$ cat src/hdl/tch_pkg.sv
`default_nettype none
package tch_pkg;
    localparam int DATA_W     = 16;
    localparam int HEAD_W     = 9;
    localparam int VEC_W      = 52;
    localparam int ANG_W      = 28;
    localparam int TABLE_LEN  = 24;
    localparam int STEPS_DEF  = 16;
    localparam int DEG_FRAC   = 16;
    localparam logic signed [ANG_W-1:0] HALF_TURN = ANG_W'(180 * 65536);
    localparam logic [HEAD_W-1:0] FULL_TURN = HEAD_W'(360);

    typedef logic signed [VEC_W-1:0] vec_t;
    typedef logic signed [ANG_W-1:0] ang_t;

    typedef struct packed {
        vec_t x;
        vec_t y;
        ang_t z;
    } cordic_word_t;

    function automatic ang_t atan_entry(input int idx);
        ang_t t;
        unique case (idx)
            0: t = ANG_W'(2949120);
            1: t = ANG_W'(1740967);
            2: t = ANG_W'(919879);
            3: t = ANG_W'(466945);
            4: t = ANG_W'(234379);
            5: t = ANG_W'(117304);
            6: t = ANG_W'(58666);
            7: t = ANG_W'(29335);
            8: t = ANG_W'(14668);
            9: t = ANG_W'(7334);
            10: t = ANG_W'(3667);
            11: t = ANG_W'(1833);
            12: t = ANG_W'(917);
            13: t = ANG_W'(458);
            14: t = ANG_W'(229);
            15: t = ANG_W'(115);
            16: t = ANG_W'(57);
            17: t = ANG_W'(29);
            18: t = ANG_W'(14);
            19: t = ANG_W'(7);
            20: t = ANG_W'(4);
            21: t = ANG_W'(2);
            22: t = ANG_W'(1);
            default: t = '0;
        endcase
        return t;
    endfunction
endpackage
`default_nettype wire

$ cat src/hdl/tch_cell.sv
`default_nettype none
module tch_cell #(
    parameter int STEP = 0
) (
    input  wire                  clk,
    input  wire                  rst_n,
    input  wire                  adv,
    input  wire                  in_valid,
    input  tch_pkg::cordic_word_t in_word,
    output logic                 out_valid,
    output tch_pkg::cordic_word_t out_word
);
    import tch_pkg::*;

    logic         valid_reg;
    cordic_word_t word_reg;
    cordic_word_t word_next;
    vec_t         dx;
    vec_t         dy;

    // arithmetic shift floors, as the rotation needs
    assign dx = in_word.y >>> STEP;
    assign dy = in_word.x >>> STEP;

    always_comb
    begin
        if (!in_word.y[VEC_W-1])
        begin
            word_next.x = in_word.x + dx;
            word_next.y = in_word.y - dy;
            word_next.z = in_word.z + atan_entry(STEP);
        end
        else
        begin
            word_next.x = in_word.x - dx;
            word_next.y = in_word.y + dy;
            word_next.z = in_word.z - atan_entry(STEP);
        end
    end

    always_ff @(posedge clk or negedge rst_n)
    begin
        if (!rst_n)
            valid_reg <= 1'b0;
        else if (adv)
            valid_reg <= in_valid;
    end

    always_ff @(posedge clk)
    begin
        if (adv)
            word_reg <= word_next;
    end

    assign out_valid = valid_reg;
    assign out_word  = word_reg;
endmodule
`default_nettype wire

$ cat config.mk
export PLATFORM = sky130hd
export DESIGN_NAME = tch_cell
export DESIGN_NICKNAME = d
export VERILOG_FILES = /design/src/hdl/tch_pkg.sv /design/src/hdl/tch_cell.sv
export SDC_FILE = /design/constraint.sdc
export NUM_CORES = 1
export LEC_CHECK = 0
export BUFFER_PORTS_ARGS = -buffer_cell sky130_fd_sc_hd__buf_2
export CAP_MARGIN = 0
export CORE_ASPECT_RATIO = 0.7
export CORE_UTILIZATION = 58
export DETAILED_ROUTE_END_ITERATION = 8
export GPL_TIMING_DRIVEN = 1
export PLACE_DENSITY = 0.86
export SKIP_CTS_REPAIR_TIMING = 1
export SLEW_MARGIN = 25
export SYNTH_ARGS = -nofsm -noshare
export SYNTH_HDL_FRONTEND = slang
export SYNTH_SLANG_ARGS = --single-unit
export TNS_END_PERCENT = 10
$ cat constraint.sdc
create_clock -name clk -period 0.8 [get_ports clk]
set_input_delay 0 -clock clk [delete_from_list [all_inputs] [get_ports clk]]
set_output_delay 0 -clock clk [all_outputs]
set_load 0.02 [all_outputs]
==> metrics, run 1 <==
Stop stage=global routing; Async S/R FF share, synth=0.007576; Yosys top cell by area=edfxtp_1; clk root buf=clkbuf_16; Log Error=[ERROR GRT-0232] Routing congestion too high. Check the congestion heatmap in the GUI.; # H-tree levels=4; top cells by area, synth=edfxtp_1, ha_1, a21oi_1; FF+latch count, synth=around 130; Syn Std Cell Area=around 0.014 mm²; die height=about 130 µm; IO buf count=~270; largest net degree at the start of global routing=between 70 and 80; Synth cell types=90; syn avg cell area=~8.3 µm²; cells after synthesis=1717; GP Congestion=between 1 and 1.5; cts bufs inserted=17; share of the synthesized area in the top cell type=0.2760; Placed Instance Area=0.02044 mm²; IO Count=between 200 and 300; Synth Flop Type=edfxtp_1; number of synthesized flops with an enable pin=between 100 and 150; DP Wirelength=52610 µm; CTS sink cnt=132; DIE WIDTH=between 150 and 200 µm; Starting Density=0.5970; status=aborted with a tool error; FP Rows=47; synthesis warning total=0; register area share after synthesis=0.2778; Clock Path Buffers=2; total track usage=0.9246; total global routing overflow=~600; Syn Nets=2036
[logic make-up after synthesis]
kind of cell / Yosys count / share of synthesized area
flops: 132 / 0.2778
compound gates: 571 / 0.2541
xor+xnor: 109 / 0.06698
mux: 30 / 0.02116
fa+ha+maj: 183 / 0.1628
simple gates: 448 / 0.1492
buf+inv: 244 / 0.06812
[Yosys cell counts, drive strengths merged (7+ instances only)]
cell,instances
a21o,42
nand2b,9
ha,179
a21oi,208
a211oi,9
nand3,31
o21a,8
xnor2,96
nand2,95
o211ai,10
clkbuf,39
o21bai,45
or3,10
and2,7
o31ai,18
nor2b,29
nor2,171
buf,38
nor4,15
edfxtp,131
a21boi,18
xor2,13
inv,164
a31oi,11
nor3,34
mux2i,29
nand4,23
o21ai,132
[layer usage]
layer,global-route usage,overflow
met1,0.9047,54
met3,0.8459,42
met4,0.9633,191
met5,0.6404,17
met2,1.022,313
[metrics by stage]
stage                     hold slack, ns  setup WS, ns  cells  utilization  TNS, ns
after floorplan                  -0.2956        -1.757   1717            -  -138.85
after CTS                        -0.7015        -2.164   2865       0.8811  -189.75
after global placement           -0.2256        -2.405   2833       0.8563  -193.02
after detailed placement         -0.2240        -2.524   2833       0.8563  -206.85
==> inputs of run 2 (changes only) <==
Settings changed: CORE_ASPECT_RATIO 0.7 to default, CORE_UTILIZATION 58 to 40, PLACE_DENSITY 0.86 to default, PLACE_DENSITY_LB_ADDON from default to 0.15.
==> metrics, run 2 <==
initial antenna violation count=1; via/cell ratio=5.383; delay-heaviest family, CP=compound AO/OA/AOI/OAI gates; failing checks=negative setup slack; detailed-route via count=roughly 17000; clk root buf=clkbuf_16 (unchanged); Crit path top cell by count=a21oi_2; drt first pass iters=5; critical path required time=1.00 ns; min setup slack post-route=-1.723 ns; crit path capture type=flip-flop; most frequent cell after synthesis=a21oi_1 (unchanged); minimum clock period=about 2.5 ns; Async S/R FF share, synth=0.007576 (unchanged); Crit Path Class=primary input to flip-flop; top cells by area, synth=edfxtp_1, ha_1, a21oi_1 (unchanged); DIE WIDTH=190.8 µm (was 189.4 µm); pwr dens=1499 mW/mm²; Pleak=about 11 nW; Worst Path Buf+Inv=3; Die ar.=~0.036 mm²; IO Count=269 (unchanged); maxcap violations=0; Slew headroom=0.4576; CP cell instances=buf_8 > inv_4 > ha_4 > or3_4 > buf_6 > nor3_4 > o311ai_4 > a21oi_2 > a41oi_2 > a22o_4 > o41ai_4 > a21oi_2 > xor2_1; Finished Core Util=0.6813; DP Wirelength=47780 µm (was 52610 µm); GP Congestion=0.9719 (was 1.138); Worst Tran Pin Value=0.8136 ns; largest net degree at the start of global routing=52; IO buf count=268 (unchanged); Reg clk slew, reported paths=approximately 0.06 ns; Crit path largest cell delay=roughly 0.39 ns; Setup Viol. Count Final=around 240; syn avg cell area=8.301 µm² (unchanged); wire length per cell=approximately 19 µm; Detailed Route WL=between 50000 and 60000 µm; cells after synthesis=1717 (unchanged); status=complete, but fails checks (was aborted with a tool error); die height=190.8 µm (was 133.2 µm); share of the synthesized area in the top cell type=0.2760 (unchanged); total power=35.55 mW; GRT met2 Usage=0.4928; Clock Path Buffers=2 (unchanged); fill count=a little under 3000; Core ar.=between 0.03 and 0.04 mm²; number of diodes=0; CTS tree=done; Placed Cells=3043 (was 2833); Highest Clock Rate=about 0.40 GHz; most common cell after layout, fill and taps aside=buf_4; cts bufs inserted=17 (unchanged); RSZ-0062 raised after global routing=yes; GRT met1 Usage=0.4144; dpl ws=-2.552 ns (was -2.524 ns); register area share after synthesis=0.2778 (unchanged); area grow syn2layout=66.35%; met3 usage=0.04141; top cells by count, synth=a21oi_1, ha_1, nor2_1 (unchanged); startpoint type of the worst setup path=primary input; crit-path max FO=4; # H-tree levels=4 (unchanged); Most Crowded Layer GR=met2; Syn Nets=2036 (unchanged); Hold Fails Final Rpt=0; critical path arrival=around 2.7 ns; Layout Nets=~3000; Worst Hold Class=primary input to flip-flop; synthesis warning total=0 (unchanged); Starting Density=0.4096 (was 0.5970); Slowest-stage cell, CP=or3_4; Max VDD drop=1.859 mV; skew final=0 ns; Syn Std Cell Area=0.01425 mm² (unchanged); CTS sink cnt=132 (unchanged); Synth Flop Type=edfxtp_1 (unchanged); FP Rows=68 (was 47); post-route ant nets=0; vias in the first global route=~16000; total track usage=0.3064; Slew Limit Fails=0; total global routing overflow=0; drt first-iter violations=roughly 1400; max reg flops=about 130; number of synthesized flops with an enable pin=131 (unchanged); Yosys top cell by area=edfxtp_1 (unchanged); commonest cells after routing, fill and taps aside=buf_4, buf_2, nor2_1, a21oi_1, ha_1; share of cells above drive strength 1=0.4734; Synth cell types=90 (unchanged); clk_lat worst skew=approximately 0.44 ns; Post-Layout Cell Count=around 3100; first-pass GRT wire length=about 85000 µm; Post-route DRC=0; FF+latch count, synth=132 (unchanged); Tcrit/Tclk final=3.154
-- run 2: final cells by class --
cell class | count | area [µm²] | share of cell area
Multi-Input combinational cell | 1341 | 10730 | 0.4525
Sequential cell | 132 | 3959 | 0.1670
Timing Repair Buffer | 998 | 7238 | 0.3053
Clock inverter | 13 | 135.1 | 0.005700
Clock buffer | 19 | 432.9 | 0.01826
Tap cell | 455 | 569.3 | 0.02401
Inverter | 167 | 646.9 | 0.02728
-- run 2: cells by family after synthesis --
group,after synthesis,share of synthesized area
muxes,30,0.02116
adders and majority gates,183,0.1628
buffers and inverters,244,0.06812
DFF,132,0.2778
and+or+nand+nor,448,0.1492
xor gates and xnor gates,109,0.06698
AOI/OAI and AO/OA,571,0.2541
-- run 2: worst paths after layout --
check,from,endpoint,slack (ns),depth (start not counted)
worst max register to register,out_valid,out_valid,0.06,1
worst max-delay path,in_word[31],out_word[77],-1.72,13
max in group asynchronous,rst_n,out_valid,0.32,3
min in group asynchronous,rst_n,out_valid,0.38,3
worst min-delay path,adv,out_word[68],0.02,2
worst min register to register,out_valid,out_valid,0.51,1
-- run 2: metrics by stage --
step,area (µm²),hold WS (ns),TNS [ns]
detailed placement,21160,-0.2234,-209.44
global route,23710,0.02655,-169.53
floorplan,14460,-0.2956,-138.85
finish,23710,0.02348,-158.39
global placement,21160,-0.2253,-205.98
CTS,21720,-0.7012,-183.88
-- run 2: layer usage --
layer	vias to the layer above	routed length [µm]
met5	-	53
met4	4	1934
met3	119	3774
met2	713	27320
met1	7976	26200
li1	8011	-
-- run 2: where the power goes --
part | total (mW) | internal [mW] | switching, mW | leakage [nW]
sequential | 9.47 | 9.11 | 0.359 | 1.29
clock | 7.85 | 4.56 | 3.29 | 0.267
combinational | 18.2 | 8.41 | 9.82 | 9.60
total | 35.6 | 22.1 | 13.5 | 11.2
Note: power is estimated with default switching activity, not from simulation.
